==> src/hw/rtl/btp_pkg.sv <==
// types, constants and the thinning decision shared by the thinning pass blocks
`timescale 1ns / 1ps

package btp_pkg;

  localparam int LW_W       = 11;
  localparam int LW_MIN     = 3;
  localparam int CFG_IDX_W  = 1;

  localparam logic [CFG_IDX_W-1:0] CFG_LINE_WIDTH = 1'b0;
  localparam logic [CFG_IDX_W-1:0] CFG_SMOOTHING  = 1'b1;

  localparam logic [LW_W-1:0] LINE_WIDTH_RST = 11'd1024;
  localparam logic            SMOOTHING_RST  = 1'b1;

  // job queue between classifier and decision side
  localparam int Q_DEPTH = 4;
  localparam int Q_PTR_W = 2;
  localparam int Q_LVL_W = 3;

  localparam int TABLE_DEPTH = 48;

  localparam logic [31:0] THIN_TABLE [TABLE_DEPTH] = '{
    32'o00075400340, 32'o00000200000, 32'o00000200000, 32'o00000000000,
    32'o00074600362, 32'o00074600363, 32'o00000000000, 32'o00000000000,
    32'o36475372364, 32'o00000000000, 32'o00175200765, 32'o00000000000,
    32'o36074170360, 32'o36074170360, 32'o00074000360, 32'o00074000360,
    32'o00000200000, 32'o00000200001, 32'o00000200001, 32'o00000200001,
    32'o00074600363, 32'o00074600363, 32'o00074600363, 32'o00074600363,
    32'o00175200765, 32'o00175200765, 32'o00175200765, 32'o00175200765,
    32'o00303601417, 32'o00303601417, 32'o00303601417, 32'o00303601417,
    32'o00000000000, 32'o00000200001, 32'o00000200001, 32'o00000000000,
    32'o00074600363, 32'o00074600363, 32'o00000000000, 32'o00000000000,
    32'o00175200765, 32'o00000000000, 32'o00175200765, 32'o00000000000,
    32'o00000000000, 32'o00000000000, 32'o00000000000, 32'o00000000000
  };

  // one classified item: new window column (bit0 up, bit1 centre, bit2 down)
  typedef struct packed {
    logic [2:0] newcol;
    logic       first;
    logic       last;
  } btp_job_t;

  localparam int JOB_W = $bits(btp_job_t);

  // three-slot row rotation
  function automatic logic [1:0] slot_next(input logic [1:0] s);
    logic [1:0] r;
    r = (s == 2'd2) ? 2'd0 : s + 2'd1;
    return r;
  endfunction

  // win: bits 0..2 left column (ul,l,dl), bits 3..5 centre column (u,c,d)
  function automatic logic thin_delete(input logic [5:0] win, input logic [2:0] nc,
                                       input logic up_kept, input logic prev,
                                       input logic smooth);
    logic        ul, l, dl, u, c, d, ur, r, dr, up_gone;
    logic [5:0]  idx;
    logic [4:0]  bsel;
    logic [31:0] word;
    logic        del;
    ul = win[0];
    l  = win[1];
    dl = win[2];
    u  = win[3];
    c  = win[4];
    d  = win[5];
    ur = nc[0];
    r  = nc[1];
    dr = nc[2];
    up_gone = u & ~up_kept;
    idx  = {1'b0, u, 4'b0000} + {1'b0, up_gone, 4'b0000} + {2'b00, l, r, ul, ur};
    bsel = {smooth, prev, d, dl, dr};
    word = THIN_TABLE[idx];
    del  = 1'b0;
    if (c && !(u && l && r && d) && (word != 32'd0)) begin
      del = word[bsel];
    end
    return del;
  endfunction

endpackage

==> src/hw/rtl/btp_if.sv <==


interface btp_out_if;
  logic valid;
  logic ready;
  logic out_pixel;
  logic removed;
  logic row_end;

  modport source (output valid, output out_pixel, output removed, output row_end, input ready);
  modport sink   (input valid, input out_pixel, input removed, input row_end, output ready);
endinterface

==> src/hw/rtl/btp_back.sv <==
// decision side: window tracking, table decision, thinned row store, result register
`timescale 1ns / 1ps

module btp_back #(
  parameter int MAX_WIDTH = 1024,
  parameter int CW        = 10
) (
  input  logic              clk,
  input  logic              rst_n,
  input  btp_pkg::btp_job_t job,
  input  logic [CW-1:0]     job_col,
  input  logic              q_empty,
  input  logic              smoothing,
  output logic              pop,
  btp_out_if.source         out_if
);

  logic [5:0]    win_r;
  logic          phase_r;
  logic          prev_r;

  logic          op_valid_r;
  logic [CW-1:0] op_j_r;
  logic [5:0]    op_win_r;
  logic [2:0]    op_nc_r;
  logic          op_last_r;
  logic          kept_r;

  logic          out_valid_r;
  logic          out_pixel_r;
  logic          removed_r;
  logic          row_end_r;

  logic [5:0]    win_pre;
  logic [5:0]    win_post;
  logic          want1;
  logic          want2;
  logic          emit;
  logic [CW-1:0] sel_j;
  logic [5:0]    sel_win;
  logic [2:0]    sel_nc;
  logic          op_fire;
  logic          op_load;
  logic          prev_use;
  logic          del;

  logic thin_mem [MAX_WIDTH];

  // a job at column zero always follows a row end or frame start: window empty
  assign win_pre  = (job_col == '0) ? 6'd0 : win_r;
  assign win_post = {job.newcol, win_pre[5:3]};

  assign want1 = job.first && !phase_r;
  assign want2 = job.last;
  assign emit  = !q_empty && (want1 || want2);

  always_comb begin
    if (want1) begin
      sel_j   = job_col - CW'(1);
      sel_win = win_pre;
      sel_nc  = job.newcol;
    end else begin
      sel_j   = job_col;
      sel_win = win_post;
      sel_nc  = 3'd0;
    end
  end

  assign op_fire = op_valid_r && (!out_valid_r || out_if.ready);
  assign op_load = emit && (!op_valid_r || op_fire);
  assign pop     = !q_empty && (!(want1 || want2) || (op_load && !(want1 && want2)));

  always_ff @(posedge clk) begin
    if (!rst_n) begin
      win_r      <= 6'd0;
      phase_r    <= 1'b0;
      prev_r     <= 1'b0;
      op_valid_r <= 1'b0;
      out_valid_r <= 1'b0;
    end else begin
      if (pop) begin
        win_r   <= win_post;
        phase_r <= 1'b0;
      end else if (op_load && want1 && want2) begin
        phase_r <= 1'b1;
      end
      if (op_fire) begin
        prev_r <= del;
      end
      if (op_load) begin
        op_valid_r <= 1'b1;
      end else if (op_fire) begin
        op_valid_r <= 1'b0;
      end
      if (op_fire) begin
        out_valid_r <= 1'b1;
      end else if (out_if.ready) begin
        out_valid_r <= 1'b0;
      end
    end
  end

  always_ff @(posedge clk) begin
    if (op_load) begin
      op_j_r    <= sel_j;
      op_win_r  <= sel_win;
      op_nc_r   <= sel_nc;
      op_last_r <= !want1;
      kept_r    <= thin_mem[sel_j];
    end
    if (op_fire) begin
      thin_mem[op_j_r] <= op_win_r[4] & ~del;
    end
  end

  // the first decision of a row never sees a deletion to its left
  assign prev_use = (op_j_r == '0) ? 1'b0 : prev_r;
  assign del      = btp_pkg::thin_delete(op_win_r, op_nc_r, kept_r, prev_use, smoothing);

  always_ff @(posedge clk) begin
    if (op_fire) begin
      out_pixel_r <= op_win_r[4] & ~del;
      removed_r   <= del;
      row_end_r   <= op_last_r;
    end
  end

  assign out_if.valid     = out_valid_r;
  assign out_if.out_pixel = out_pixel_r;
  assign out_if.removed   = removed_r;
  assign out_if.row_end   = row_end_r;

endmodule

==> src/flat_wrapper.sv <==
// flat-port wrapper written by rule: the top's interface ports become plain ports
module btp_back_flat 
#(
  parameter int MAX_WIDTH = 1024,
  parameter int CW        = 10
)
  (clk, rst_n, job, job_col, q_empty, smoothing, pop, out_if_valid, out_if_out_pixel, out_if_removed, out_if_row_end, out_if_ready);
  btp_out_if out_if_i ();
  input  logic clk;
  input  logic rst_n;
  input  btp_pkg::btp_job_t job;
  input  logic [CW-1:0] job_col;
  input  logic q_empty;
  input  logic smoothing;
  output logic pop;
  output wire logic [$bits(out_if_i.valid)-1:0] out_if_valid;
  output wire logic [$bits(out_if_i.out_pixel)-1:0] out_if_out_pixel;
  output wire logic [$bits(out_if_i.removed)-1:0] out_if_removed;
  output wire logic [$bits(out_if_i.row_end)-1:0] out_if_row_end;
  input wire logic [$bits(out_if_i.ready)-1:0] out_if_ready;
  assign out_if_valid = out_if_i.valid;
  assign out_if_out_pixel = out_if_i.out_pixel;
  assign out_if_removed = out_if_i.removed;
  assign out_if_row_end = out_if_i.row_end;
  assign out_if_i.ready = out_if_ready;
  btp_back #(.MAX_WIDTH(MAX_WIDTH), .CW(CW)) u_core (.clk(clk), .rst_n(rst_n), .job(job), .job_col(job_col), .q_empty(q_empty), .smoothing(smoothing), .pop(pop), .out_if(out_if_i));
endmodule
==> config.mk <==
export PLATFORM = sky130hd
export DESIGN_NAME = btp_back_flat
export DESIGN_NICKNAME = d
export VERILOG_FILES = /design/src/hw/rtl/btp_pkg.sv /design/src/hw/rtl/btp_if.sv /design/src/hw/rtl/btp_back.sv /design/src/flat_wrapper.sv
export SDC_FILE = /design/constraint.sdc
export NUM_CORES = 2
export LEC_CHECK = 0
export BUFFER_PORTS_ARGS = -buffer_cell sky130_fd_sc_hd__clkbuf_2
export CAP_MARGIN = 25
export CORE_MARGIN = 10
export CORE_UTILIZATION = 45
export CTS_CLUSTER_SIZE = 16
export DETAILED_ROUTE_END_ITERATION = 16
export MAX_ROUTING_LAYER = met4
export PLACE_DENSITY_LB_ADDON = 0.2
export SLEW_MARGIN = 20
export SYNTH_ARGS = -nofsm -noshare
export SYNTH_HDL_FRONTEND = slang
export SYNTH_SLANG_ARGS = --single-unit
==> constraint.sdc <==
create_clock -name clk -period 46.8 [get_ports clk]
set_input_delay 2.34 -clock clk [delete_from_list [all_inputs] [get_ports clk]]
set_output_delay 2.34 -clock clk [all_outputs]
set_load 0.05 [all_outputs]
==> qor.csv <==
stage;metric;value;unit
outcome;status;finished clean;
drt;drc;0;
placed_design;place_area;48600;um^2
critical_path;cpLargestDelayFamily;buffers and inverters;
pwr;ir_worst_vdd;0.0301;mV
critical_path;r2r_slack;41.31;ns
layout;nets;3807;
critical_path;start_kind;input port;
timing;max_freq;137;MHz
critical_path;cp.arrival;7.76;ns
drt;ant_nets;0;
floorplanning;io-pin-count;25;
layout;final_area;52500;um^2
synthesis;ys.flop_type;edfxtp_1;
worst_hold_path;min_path_cells;0;
floorplanning;rows;118;
floorplanning;core-area;104000;um^2
clocking;clock_latency;0.73;ns
global_route;grt_pass1_vias;30000;
synthesis;synth_cell_type_count;82;
synthesis;muxShareOfSynthArea;7.47;%
timing;rsz0062_at_grt;false;
critical_path;critPathCaptureType;flop;
timing;fin_setup_tns;0;ns
timing;tightest_slew;1.19;ns
worst_hold_path;min_from;u_core.op_last_r$_DFFE_PP_;
timing;clock_skew;0.0447;ns
critical_path;crit_buf_inv;6;
layout;syn2layout_area_growth;10.9;%
floorplanning;die_w;344;um
synthesis;seq_area_frac_synth;66.9;%
clocking;cts.sinks;1058;
placed_design;hpwl;73800;um
critical_path;cp_slowest_cell;nor2_4;
pwr;cellPowerDensity;41.5;nW/um^2
drt;dr.pass1.iters;7;
placed_design;io_buffers;24;
global_route;antenna_found_initial;5;
placed_design;routabilityCongestion;0.872;
critical_path;r2r-start;u_core.phase_r$_SDFFE_PP0P_;
global_route;overflow;0;
critical_path;worstPathRequired;47.26;ns
layout;drive_gt1_share;12.3;%
global_route;grt_max_degree;317;
critical_path;critPathMaxStageDelay;0.79;ns
floorplanning;die-area;119000;um^2
flow_run;maxCapViolCount;0;
timing;setup-violations-final;0;
floorplanning;start_util;45.5;%
timing;post-route-period-util;15.6;%
layout;fin_util;50.5;%
synthesis;synthSimpleGateAreaFrac;17.1;%
drt;routed_wl;139000;um
worst_hold_path;hold_path_class;flop to flop;
timing;fin_crit;7.31;ns
synthesis;ys_ff_latch;1058;
critical_path;reg2reg_depth;12;
critical_path;critical_path_class;input port to flop;
global_route;grt_pass1_wl;203000;um
clocking;ctsHoldBuffers;0;
synthesis;syn_nets;3917;
global_route;grt_use_total;23.8;%
synthesis;synth_top_family_by_area;simple AND/OR/NAND/NOR gates;
drt;vias_per_cell;6.00;
clocking;cts_buffer_depth;3;
synthesis;synth_xor_area_share;0.235;%
synthesis;synthCells;3892;
clocking;root_buffer;clkbuf_16;
timing;hold_viol;0;
critical_path;crit_cells;17;
critical_path;cp_common_cell;buf_4;
clocking;cts_tree;done;
pwr;p_leak;16.1;nW
synthesis;async_reset_ff_share;0;%
drt;num_vias;31600;
clocking;htreeDepth;3;
synthesis;synth_compound_area_share;4.19;%
clocking;post_cts_buffers;0;
critical_path;crit_chain;clkbuf_2 > inv_1 > ha_1 > and3b_1 > xnor2_4 > buf_4 > inv_4 > nor2_4 > buf_4 > buf_4 > a32oi_1 > a31oi_1 > a32oi_1 > o21ai_0 > o21ai_0 > nor3_1 > nor4_2;
synthesis;yosysWarnings;0;
drt;first_iter_violations;4039;
clocking;cts_buffers;111;
clocking;cts_resized;0;
timing;slew_headroom;20.8;%
synthesis;syn_avg_cell_area;12.2;um^2
floorplanning;die_h;344;um
drt;post_drt_wl_per_cell;26.3;um
critical_path;crit_path_max_fanout;42;
timing;slew_violations;0;
synthesis;synthAdderAreaFrac;0.132;%
critical_path;startpoint;job_col[0];
synthesis;synth_edf_count;1048;
synthesis;synth_area;47400;um^2
clocking;clk_pin_slew_worst_paths;0.06;ns
layout;fillers;9142;
cell families (layout without fill, tap and decap cells):
group	after synthesis	count (layout)
AOI/OAI and AO/OA	278	278
xor gates and xnor gates	8	8
adders and majority gates	5	5
buffers and inverters	369	355
DFF	1058	1058
muxes	207	207
other	0	5
and+or+nand+nor	1967	1967
placed cells by master (no fill, tap or decap), types with 9 or more instances in the layout:
cell	instances
a211oi_1	11
a21oi_1	48
a221oi_1	11
a22oi_1	10
a311oi_1	9
a31oi_1	34
a32oi_1	69
and2_1	13
and3_1	13
buf_4	80
buf_8	15
bufinv_16	16
clkbuf_1	24
clkbuf_16	111
clkbuf_2	24
clkinv_1	24
clkinv_2	20
dfxtp_1	10
edfxtp_1	1048
inv_1	11
mux2i_1	90
mux4_2	112
nand2_1	542
nand2_2	10
nand2b_1	13
nand3_1	152
nand3_2	26
nand4_1	47
nor2_1	1066
nor2b_1	15
nor3_1	15
o21ai_0	34
cell type report:
| type | instances | area [um^2] | area share [%] |
|---|---|---|---|
| antenna | 5 | 12.5 | 0.0238 |
| clock buffer | 137 | 2900 | 5.51 |
| clock inverter | 72 | 846 | 1.61 |
| inverter | 17 | 76.3 | 0.145 |
| multi-input combinational | 2465 | 14100 | 26.9 |
| sequential | 1058 | 31700 | 60.3 |
| tap | 1380 | 1730 | 3.29 |
| timing repair buffer | 129 | 1170 | 2.22 |
final timing paths:
check,end
max,u_core.kept_r$_DFFE_PP_
min,u_core.out_if.row_end$_DFFE_PP_
max reg2reg,u_core.kept_r$_DFFE_PP_
min reg2reg,u_core.out_if.row_end$_DFFE_PP_
through the flow:
stage	hold WS [ns]	cells	total power, mW	setup WS (ns)
floorplan	0.400	3892	1.27	13.37
global placement	0.418	5028	1.28	38.86
detailed placement	0.419	5043	1.28	38.74
CTS	0.434	5252	2.19	39.49
global route	0.433	5262	2.24	39.22
finish	0.430	5263	2.18	39.49
synthesized netlist by cell type, types with 5 or more instances:
cell | number | area (um^2)
and3_1 | 13 | 81.3
nor2b_1 | 17 | 106
buf_2 | 61 | 305
nor3_1 | 16 | 80.1
o22ai_1 | 5 | 31.3
nor2_1 | 1067 | 4010
inv_1 | 12 | 45.0
nand2b_1 | 13 | 81.3
and2_1 | 13 | 81.3
nand4_1 | 47 | 294
a2111oi_0 | 5 | 43.8
nand3_1 | 184 | 921
buf_6 | 20 | 225
mux4_2 | 112 | 2520
nor4_1 | 9 | 56.3
nand2_1 | 550 | 2060
ha_1 | 5 | 62.6
a32oi_1 | 69 | 604
a22oi_1 | 10 | 75.1
a311oi_1 | 9 | 78.8
nor3b_1 | 8 | 60.1
a21oi_1 | 48 | 240
buf_4 | 26 | 195
mux2i_1 | 90 | 901
a31oi_1 | 34 | 213
and3b_1 | 5 | 43.8
buf_12 | 9 | 180
o21ai_1 | 7 | 35.0
o21ai_0 | 34 | 170
buf_1 | 22 | 82.6
a221oi_1 | 11 | 96.3
edfxtp_1 | 1048 | 31500
clkbuf_1 | 211 | 792
dfxtp_1 | 10 | 200
a211oi_1 | 11 | 82.6
flip-flops by register name, indices dropped and copies added (netlist names):
| name | count |
|---|---|
| u_core.op_j_r | 10 |
| u_core.prev_r | 1 |
| u_core.op_nc_r | 3 |
| u_core.op_last_r | 1 |
| u_core.win_r | 6 |
| u_core.op_valid_r | 1 |
| u_core.out_if.valid | 1 |
| u_core.thin_mem | 1024 |
| u_core.phase_r | 1 |
| u_core.out_if.removed | 1 |
| u_core.out_if.row_end | 1 |
| u_core.op_win_r | 6 |
| u_core.out_if.out_pixel | 1 |
| u_core.kept_r | 1 |
metal layers:
layer | wire length [um] | global-route usage, % | up-vias
met2 | 64700 | 36.5 | 1487
met1 | 56900 | 32.3 | 16200
li1 | - | - | 13700
met3 | 12500 | 4.11 | 226
met4 | 4310 | 7.20 | 0
met5 | 0 | - | -
where the power goes:
part	leakage (nW)	switching (mW)	internal (mW)	total, mW
clock	1.82	0.381	0.530	0.910
combinational	4.69	0.143	0.0583	0.201
sequential	9.58	0.00267	1.06	1.07
total	16.1	0.526	1.65	2.18
Power figures use the tool's default switching activity.
