`config.mk`:
```
export PLATFORM = sky130hd
export DESIGN_NAME = btp_fifo
export DESIGN_NICKNAME = d
export VERILOG_FILES = /design/src/hw/rtl/btp_pkg.sv /design/src/hw/rtl/btp_fifo.sv
export SDC_FILE = /design/constraint.sdc
export NUM_CORES = 1
export LEC_CHECK = 0
export ABC_CLOCK_PERIOD_IN_PS = 4500
export BUFFER_PORTS_ARGS = -buffer_cell sky130_fd_sc_hd__buf_2
export CAP_MARGIN = 20
export CORE_UTILIZATION = 50
export CTS_CLUSTER_DIAMETER = 30
export CTS_CLUSTER_SIZE = 14
export DETAILED_ROUTE_END_ITERATION = 8
export PLACE_DENSITY = 0.81
export SLEW_MARGIN = 40
export SYNTH_ARGS = -nofsm -noshare
export SYNTH_HDL_FRONTEND = slang
export SYNTH_SLANG_ARGS = --single-unit
```
`constraint.sdc`:
```
create_clock -name clk -period 4.5 [get_ports clk]
set_input_delay 0.675 -clock clk [delete_from_list [all_inputs] [get_ports clk]]
set_output_delay 0.675 -clock clk [all_outputs]
set_load 0.02 [all_outputs]
```
`src/hw/rtl/btp_pkg.sv`:
```
// types, constants and the thinning decision shared by the thinning pass blocks
`timescale 1ns / 1ps

package btp_pkg;

  localparam int LW_W       = 11;
  localparam int LW_MIN     = 3;
  localparam int CFG_IDX_W  = 1;

  localparam logic [CFG_IDX_W-1:0] CFG_LINE_WIDTH = 1'b0;
  localparam logic [CFG_IDX_W-1:0] CFG_SMOOTHING  = 1'b1;

  localparam logic [LW_W-1:0] LINE_WIDTH_RST = 11'd1024;
  localparam logic            SMOOTHING_RST  = 1'b1;

  // job queue between classifier and decision side
  localparam int Q_DEPTH = 4;
  localparam int Q_PTR_W = 2;
  localparam int Q_LVL_W = 3;

  localparam int TABLE_DEPTH = 48;

  localparam logic [31:0] THIN_TABLE [TABLE_DEPTH] = '{
    32'o00075400340, 32'o00000200000, 32'o00000200000, 32'o00000000000,
    32'o00074600362, 32'o00074600363, 32'o00000000000, 32'o00000000000,
    32'o36475372364, 32'o00000000000, 32'o00175200765, 32'o00000000000,
    32'o36074170360, 32'o36074170360, 32'o00074000360, 32'o00074000360,
    32'o00000200000, 32'o00000200001, 32'o00000200001, 32'o00000200001,
    32'o00074600363, 32'o00074600363, 32'o00074600363, 32'o00074600363,
    32'o00175200765, 32'o00175200765, 32'o00175200765, 32'o00175200765,
    32'o00303601417, 32'o00303601417, 32'o00303601417, 32'o00303601417,
    32'o00000000000, 32'o00000200001, 32'o00000200001, 32'o00000000000,
    32'o00074600363, 32'o00074600363, 32'o00000000000, 32'o00000000000,
    32'o00175200765, 32'o00000000000, 32'o00175200765, 32'o00000000000,
    32'o00000000000, 32'o00000000000, 32'o00000000000, 32'o00000000000
  };

  // one classified item: new window column (bit0 up, bit1 centre, bit2 down)
  typedef struct packed {
    logic [2:0] newcol;
    logic       first;
    logic       last;
  } btp_job_t;

  localparam int JOB_W = $bits(btp_job_t);

  // three-slot row rotation
  function automatic logic [1:0] slot_next(input logic [1:0] s);
    logic [1:0] r;
    r = (s == 2'd2) ? 2'd0 : s + 2'd1;
    return r;
  endfunction

  // win: bits 0..2 left column (ul,l,dl), bits 3..5 centre column (u,c,d)
  function automatic logic thin_delete(input logic [5:0] win, input logic [2:0] nc,
                                       input logic up_kept, input logic prev,
                                       input logic smooth);
    logic        ul, l, dl, u, c, d, ur, r, dr, up_gone;
    logic [5:0]  idx;
    logic [4:0]  bsel;
    logic [31:0] word;
    logic        del;
    ul = win[0];
    l  = win[1];
    dl = win[2];
    u  = win[3];
    c  = win[4];
    d  = win[5];
    ur = nc[0];
    r  = nc[1];
    dr = nc[2];
    up_gone = u & ~up_kept;
    idx  = {1'b0, u, 4'b0000} + {1'b0, up_gone, 4'b0000} + {2'b00, l, r, ul, ur};
    bsel = {smooth, prev, d, dl, dr};
    word = THIN_TABLE[idx];
    del  = 1'b0;
    if (c && !(u && l && r && d) && (word != 32'd0)) begin
      del = word[bsel];
    end
    return del;
  endfunction

endpackage

```
`src/hw/rtl/btp_fifo.sv`:
```
// short job queue between front end and decision side
`timescale 1ns / 1ps

module btp_fifo #(
  parameter int W = 8
) (
  input  logic                        clk,
  input  logic                        rst_n,
  input  logic                        push,
  input  logic [W-1:0]                wdata,
  input  logic                        pop,
  output logic [W-1:0]                rdata,
  output logic                        empty,
  output logic [btp_pkg::Q_LVL_W-1:0] level
);

  logic [W-1:0]                data_r [btp_pkg::Q_DEPTH];
  logic [btp_pkg::Q_PTR_W-1:0] wptr_r, wptr_nxt;
  logic [btp_pkg::Q_PTR_W-1:0] rptr_r, rptr_nxt;
  logic [btp_pkg::Q_LVL_W-1:0] cnt_r, cnt_nxt;
  logic                        do_pop;

  assign do_pop = pop && (cnt_r != '0);
  assign empty  = cnt_r == '0;
  assign level  = cnt_r;
  assign rdata  = data_r[rptr_r];

  always_comb begin
    wptr_nxt = push ? wptr_r + btp_pkg::Q_PTR_W'(1) : wptr_r;
    rptr_nxt = do_pop ? rptr_r + btp_pkg::Q_PTR_W'(1) : rptr_r;
    cnt_nxt  = cnt_r + btp_pkg::Q_LVL_W'(push) - btp_pkg::Q_LVL_W'(do_pop);
  end

  always_ff @(posedge clk) begin
    if (!rst_n) begin
      wptr_r <= '0;
      rptr_r <= '0;
      cnt_r  <= '0;
    end else begin
      wptr_r <= wptr_nxt;
      rptr_r <= rptr_nxt;
      cnt_r  <= cnt_nxt;
    end
  end

  always_ff @(posedge clk) begin
    if (push) begin
      data_r[wptr_r] <= wdata;
    end
  end

endmodule

```
==> summary.txt, run 1 <==
Floorplan
  – I/O pin cnt: 24
  – Initial Util: 0.531
  – Placeable core area: 0.00305 mm²
  – Chip width: 59.0 µm
  – Die area: around 0.0035 mm²
  – FP Rows: 20
  – Die Ht: approximately 59 µm

Drt
  – Iter 0 DRT Violations: 8
  – Detail-routed via count per cell: just over 5
  – Routed Antenna Nets: 0
  – DRC: 0
  – TritonRoute pass-1 iters: 3
  – Via count: between 800 and 900
  – Routed Wire Length: between 2 and 2.5 mm
  – Routed len/inst: around 15 µm

STA
  – Final-report hold violation count: 0
  – Worst-Margin Slew: around 0.55 ns
  – Relative slew margins: 0.630
  – Finish-stage setup viols: 0
  – RSZ-0062 raised after global routing: false
  – Fmax: between 400 and 500 MHz
  – Clk_skew: approximately 0.012 ns
  – Part of the cycle the worst path needs: 0.546
  – Tmin final: around 2.5 ns
  – Final max-slew violation count: 0
  – Final worst slack: roughly 2 ns
  – Final setup TNS: 0 ns

Worst setup path
  – Worst reg2reg endpoint: level[2]
  – CP cell instances: mux4_2, buf_2
  – Worst path arrival time: ~1.8 ns
  – FF-to-FF setup slack: 2.53 ns
  – Buffers & Inverters on Critical Path: 1
  – Worst r2r path cells: 8
  – CP Capture Type: output port
  – Critical Path RT: between 3 and 4 ns
  – CP top delay family: flip-flops
  – Worst Setup Path Type: flop to output port
  – Worst-path maximum fanout: 8
  – Slowest CP cell: dfxtp_1
  – FF-to-FF Start: level[1]
  – Slowest stage delay, CP: 0.69 ns
  – Worst Setup Start Kind: flop

Yosys
  – Mean Syn Cell Area: 19.1 µm²
  – #FFs+latches synth: between 40 and 50
  – Mapped Cells: 85
  – Post-Syn Area: 0.00162 mm²
  – Seq/Total Area, Yosys: 0.704
  – Synth cell types: 18
  – Syn. warnings: 0
  – Syn nets: about 100

Cells and area
  – Final nets: roughly 130
  – Post-route cell area: 0.00183 mm²
  – Multi-input logic area: between 400 and 500 µm²
  – Area growth syn-to-layout: 12.7%
  – Fillers: between 200 and 300
  – Seq. cell area: 0.00114 mm²
  – Layout cells sized above 1: 0.333
  – N_diodes: 0

Pwr
  – PwrDens: just under 500 mW/mm²
  – Pleak: 0.683 nW
  – Peak VDD IR: 0.296 mV

Global routing
  – Global-route wire length before repair: 3.55 mm
  – GRT Util Overall: 0.153
  – Initial antenna violation count: 0
  – Largest net degree at the start of global routing: 13
  – Grt total ovfl: 0
  – Vias in the first global route: 757

Placement
  – PortBufs: 23
  – Area after DPL: about 0.0018 mm²
  – Place WS: between 2 and 2.5 ns
  – RePlAce Congestion: 0.662
  – Final HPWL DP: ~1.6 mm

Worst hold path
  – Worst min-delay path startpoint: rptr_r[1]
  – Hold path cells: 2
  – Hold crit path type: flop to flop

Clock tree
  – CTS tree: built
  – Clk_lat worst skew: 0.34 ns
  – Worst-path clk slew: approximately 0.12 ns
  – CTS buffer count: 5
  – CTS sink count: a little over 40
  – Post-CTS Resized: 0
  – Hold-fix buffers, CTS: 0
  – Post-CTS setup buffer count: 0
  – Root buffer selected by CTS: clkbuf_4
  – H-tree Lvls: 2
  – CTS Buffer Depth: 2

Run
  – Max cap viols: 0

Status
  – Outcome: complete, no violations
[layout by cell type, fill, tap and decap left out, drive strengths merged, types with 2 or more instances in the layout]
cell type | Yosys | routed
edfxtp | 32 | 32
buf | 1 | 23
dfxtp | 9 | 9
mux4 | 8 | 8
and2 | 6 | 6
ha | 6 | 6
clkbuf | 1 | 6
inv | 5 | 5
mux2i | 4 | 4
nor2b | 3 | 3
nand2 | 2 | 2
nand2b | 2 | 2
clkinv | 0 | 2
[cells in the mapped netlist (all sizes together)]
cell type   n  area, µm²
nor2b       3       18.8
mux4        8        180
xnor3       1       22.5
mux2i       4       40.0
clkbuf      1       5.00
dfxtp       9        180
fa          1       20.0
nor3        1       5.00
ha          6       75.1
inv         5       18.8
o31a        1       8.76
and2        6       37.5
edfxtp     32        961
nand2       2       7.51
nand2b      2       12.5
buf         1       11.3
o311ai      1       8.76
xor2        1       8.76
[where the power goes]
part	internal [W]	total, W	switching, W
logic	0.000116	0.000231	0.000114
clock network	0.0000596	0.000172	0.000112
registers	0.000444	0.000487	0.0000422
total	0.000620	0.000889	0.000268
[area by class of cell]
class                           count  area share
Timing Repair Buffer               23      0.0630
Multi-Input combinational cell     37       0.244
Sequential cell                    41       0.625
Clock inverter                      2     0.00548
Inverter                            5      0.0103
Tap cell                           44      0.0301
Clock buffer                        6      0.0226
[worst max-delay path by stage]
stage	endpoint	slack, ns	start	depth (start not counted)
2_1_floorplan	level[2]	2.49	pop	8
3_3_place_gp	level[2]	2.37	pop	9
3_5_place_dp	level[2]	2.32	pop	9
4_1_cts	rdata[5]	1.99	flop	2
5_1_grt	rdata[6]	1.89	flop	2
6_report	rdata[5]	2.04	flop	2
[sequential cells by signal (all words and copies together), names as in the netlist, named ones only]
name / flops
data_r: 32
wptr_r: 2
level: 3
rptr_r: 2
[layer usage]
layer / global-route usage / vias up / part of all wire
li1: - / 381 / -
met1: 0.177 / 394 / 0.42
met2: 0.244 / 23 / 0.51
met3: 0.0703 / 6 / 0.055
met4: 0.0714 / 0 / 0.020
met5: 0 / - / 0
[through the flow]
step           power, W   util  std cells  hold WS (ns)
2_1_floorplan  0.000668      -         85         0.449
3_3_place_gp   0.000723  0.582        150         0.460
3_5_place_dp   0.000730  0.582        150         0.478
4_1_cts        0.000899  0.598        158         0.498
5_1_grt        0.000940  0.598        158         0.515
6_report       0.000889  0.598        158         0.487
[worst register-to-register path: stages (launching register included)]
cell and delay (ns):
dfxtp_1 0.39, o31a_1 0.38, ha_1 0.28, inv_1 0.05, ha_1 0.13, inv_1 0.05, fa_1 0.36, xnor3_1 0.18
nor2b_1 0.10
[cells by family (layout without fill, tap and decap cells)]
group / Yosys count / in the layout / share of synthesized area
adders and majority gates: 7 / 7 / 0.0586
and+or+nand+nor: 14 / 14 / 0.0502
xor gates and xnor gates: 2 / 2 / 0.0193
muxes: 12 / 12 / 0.136
AOI/OAI and AO/OA: 2 / 2 / 0.0108
DFF: 41 / 41 / 0.704
buffers and inverters: 7 / 36 / 0.0216
No activity file was read; power rests on OpenSTA's default activity.
==> inputs of run 2 (changes only) <==
Settings changed: ABC_AREA from default to 1, ABC_CLOCK_PERIOD_IN_PS 4500 to 2300.
Clock period 4.5 ns to 2.3 ns, I/O delays scaled along.
==> run 2 against run 1 <==
- sequential power increased by 89%
- worst setup slack got worse by 1.7 ns
- clock skew about the same
- critical endpoint is now rdata[3]
- largest power group unchanged
==> summary.txt, run 2 <==
Status
  – Outcome: complete, no violations

Cells and area
  – Most frequent cells in the layout: edfxtp_1, buf_2, nor2_1
  – N_diodes: 0
  – Max FFs per register: 32
  – Layout cells sized above 1: 0.217
  – Fin cells: between 200 and 250
  – Commonest non-fill, non-tap cell in the layout: edfxtp_1
  – Area growth syn-to-layout: 13.2%
  – Final nets: between 150 and 200
  – Biggest register: data_r

STA
  – Final max-slew violation count: 0
  – Clk_skew: around 0.012 ns
  – Part of the cycle the worst path needs: 0.866
  – Final setup TNS: 0 ns
  – Worst-Margin Slew: between 0.3 and 0.4 ns
  – Final-report hold violation count: 0
  – Finish-stage setup viols: 0
  – Fmax: between 500 and 600 MHz
  – Tmin final: roughly 2.0 ns
  – RSZ-0062 raised after global routing: false
  – Final worst slack: slightly above 0.3 ns
  – Relative slew margins: 0.755

Clock tree
  – Root buffer selected by CTS: clkbuf_4
  – Post-CTS setup buffer count: 0
  – CTS buffer count: 5
  – CTS sink count: 41
  – Clk_lat worst skew: 0.34 ns
  – CTS tree: built
  – Post-CTS Resized: 0
  – CTS Buffer Depth: 2
  – Hold-fix buffers, CTS: 0
  – H-tree Lvls: 2
  – Worst-path clk slew: roughly 0.12 ns

Floorplan
  – I/O pin cnt: 24
  – Placeable core area: ~0.0031 mm²
  – Die area: approximately 0.0035 mm²
  – FP Rows: 20
  – Chip width: 59.4 µm
  – Die Ht: ~59 µm
  – Initial Util: 0.535

Yosys
  – Syn. warnings: 0
  – Syn nets: 155
  – Largest family of logic cells by synthesized area: compound AO/OA/AOI/OAI gates
  – Synth Area in Adders: 0.0578
  – Synth cell count leaders: edfxtp_1, nor2_1, inv_1
  – Synth top area cells: edfxtp_1, dfxtp_1, nor2_1
  – EDFF count, synth: 32
  – Count leader, synth: edfxtp_1
  – Main synth FF type: edfxtp_1
  – Mean Syn Cell Area: around 12 µm²
  – Post-Syn Area: approximately 0.0016 mm²
  – Async S/R FF share, synth: 0
  – Top cell type's share of synthesized area: 0.584
  – Simple-gate share of the synthesized area: 0.0890
  – Yosys top cell by area: edfxtp_1
  – Synth Area in Compound Gates: 0.105
  – Synth cell types: 16
  – Post-Synth XOR/XNOR Area: 0
  – #FFs+latches synth: 41
  – Mapped Cells: between 100 and 150
  – Seq/Total Area, Yosys: 0.694
  – Post-synthesis mux area share: 0

Worst setup path
  – Worst-path maximum fanout: 16
  – Worst path arrival time: 1.65 ns
  – Worst Setup Start Kind: flop
  – CP Capture Type: output port
  – Critical Path RT: a little under 2 ns
  – Worst Setup Path Type: flop to output port

Drt
  – Via count: around 1100
  – Routed Antenna Nets: 0
  – Detail-routed via count per cell: 5.09
  – Routed len/inst: approximately 13 µm
  – Routed Wire Length: approximately 2.8 mm
  – TritonRoute pass-1 iters: 4
  – DRC: 0
  – Iter 0 DRT Violations: 35

Worst hold path
  – Hold crit path type: primary input to flop

Global routing
  – Global-route wire length before repair: 4.51 mm
  – Initial antenna violation count: 0
  – Vias in the first global route: ~1100
  – GRT Util Overall: 0.184
  – Largest net degree at the start of global routing: 17
  – Grt total ovfl: 0

Placement
  – PortBufs: 23
  – Cells after DPL: ~200
  – Place WS: approximately 0.38 ns
  – Final HPWL DP: 1.92 mm
  – RePlAce Congestion: about 0.75

Pwr
  – PwrDens: ~1000 mW/mm²
  – Pleak: a little under 0.8 nW
  – Peak VDD IR: 0.557 mV

Run
  – Max cap viols: 0
==> run 2: cell types whose count changed in the layout (fill, tap and decap cells not counted), moves of 6 or more <==
cell | previous run | this run
nor2_1 | 0 | 21
o21ai_0 | 0 | 14
inv_1 | 5 | 17
nand2_1 | 2 | 12
mux4_2 | 8 | 0
o22ai_1 | 0 | 8
and2_1 | 6 | 0
==> run 2: critical path: stages (launching register included) <==
cell and delay, ns:
dfxtp_1 0.56, inv_2 0.22, o21ai_0 0.25, o22ai_1 0.10, buf_2 0.17
==> run 2: worst paths after layout <==
| path | start | endpoint | slack, ns | cells past startpoint |
|---|---|---|---|---|
| worst max-delay path | flop | rdata[3] | 0.31 | 4 |
| worst min-delay path | wdata[4] | data_r[1][4] | 0.22 | 1 |
| worst max register to register | level[1] | level[2] | 0.37 | 11 |
| worst min register to register | rptr_r[0] | flop | 0.49 | 2 |
==> run 2: cell type report <==
cell class | instances | area (µm²)
clock buffers | 7 | 55.1
clock inverters | 1 | 6.26
fillers | 256 | 1220
inverters | 18 | 67.6
multi-input cells | 75 | 414
flip-flops and latches | 41 | 1140
well taps | 44 | 55.1
repair buffers | 24 | 123
==> run 2: logic make-up after synthesis <==
kind of cell    after synthesis
buf+inv                      20
simple gates                 37
flops                        41
compound gates               31
fa+ha+maj                     7
==> run 2: report_power, final <==
| group | internal [W] | switching, W | total [W] |
|---|---|---|---|
| clock network | 0.000151 | 0.000214 | 0.000365 |
| logic | 0.000190 | 0.000367 | 0.000556 |
| registers | 0.000866 | 0.0000531 | 0.000919 |
| total | 0.00121 | 0.000634 | 0.00184 |
==> run 2: through the flow <==
stage                     utilization  area (µm²)  hold WS (ns)  power, W
after floorplan                     -        1650         0.443   0.00133
after global placement          0.585        1800         0.470   0.00146
after detailed placement        0.585        1800         0.473   0.00150
after CTS                       0.605        1860         0.210   0.00185
after global routing            0.605        1860         0.187   0.00196
final                           0.605        1860         0.217   0.00184
==> run 2: per-layer routing <==
layer  track usage  part of all wire  vias to the layer above
met4        0.0850             0.013                        0
met2         0.316              0.52                       33
met1         0.214              0.42                      505
met5             0                 0                        -
met3        0.0480             0.049                        5
li1              -                 -                      525
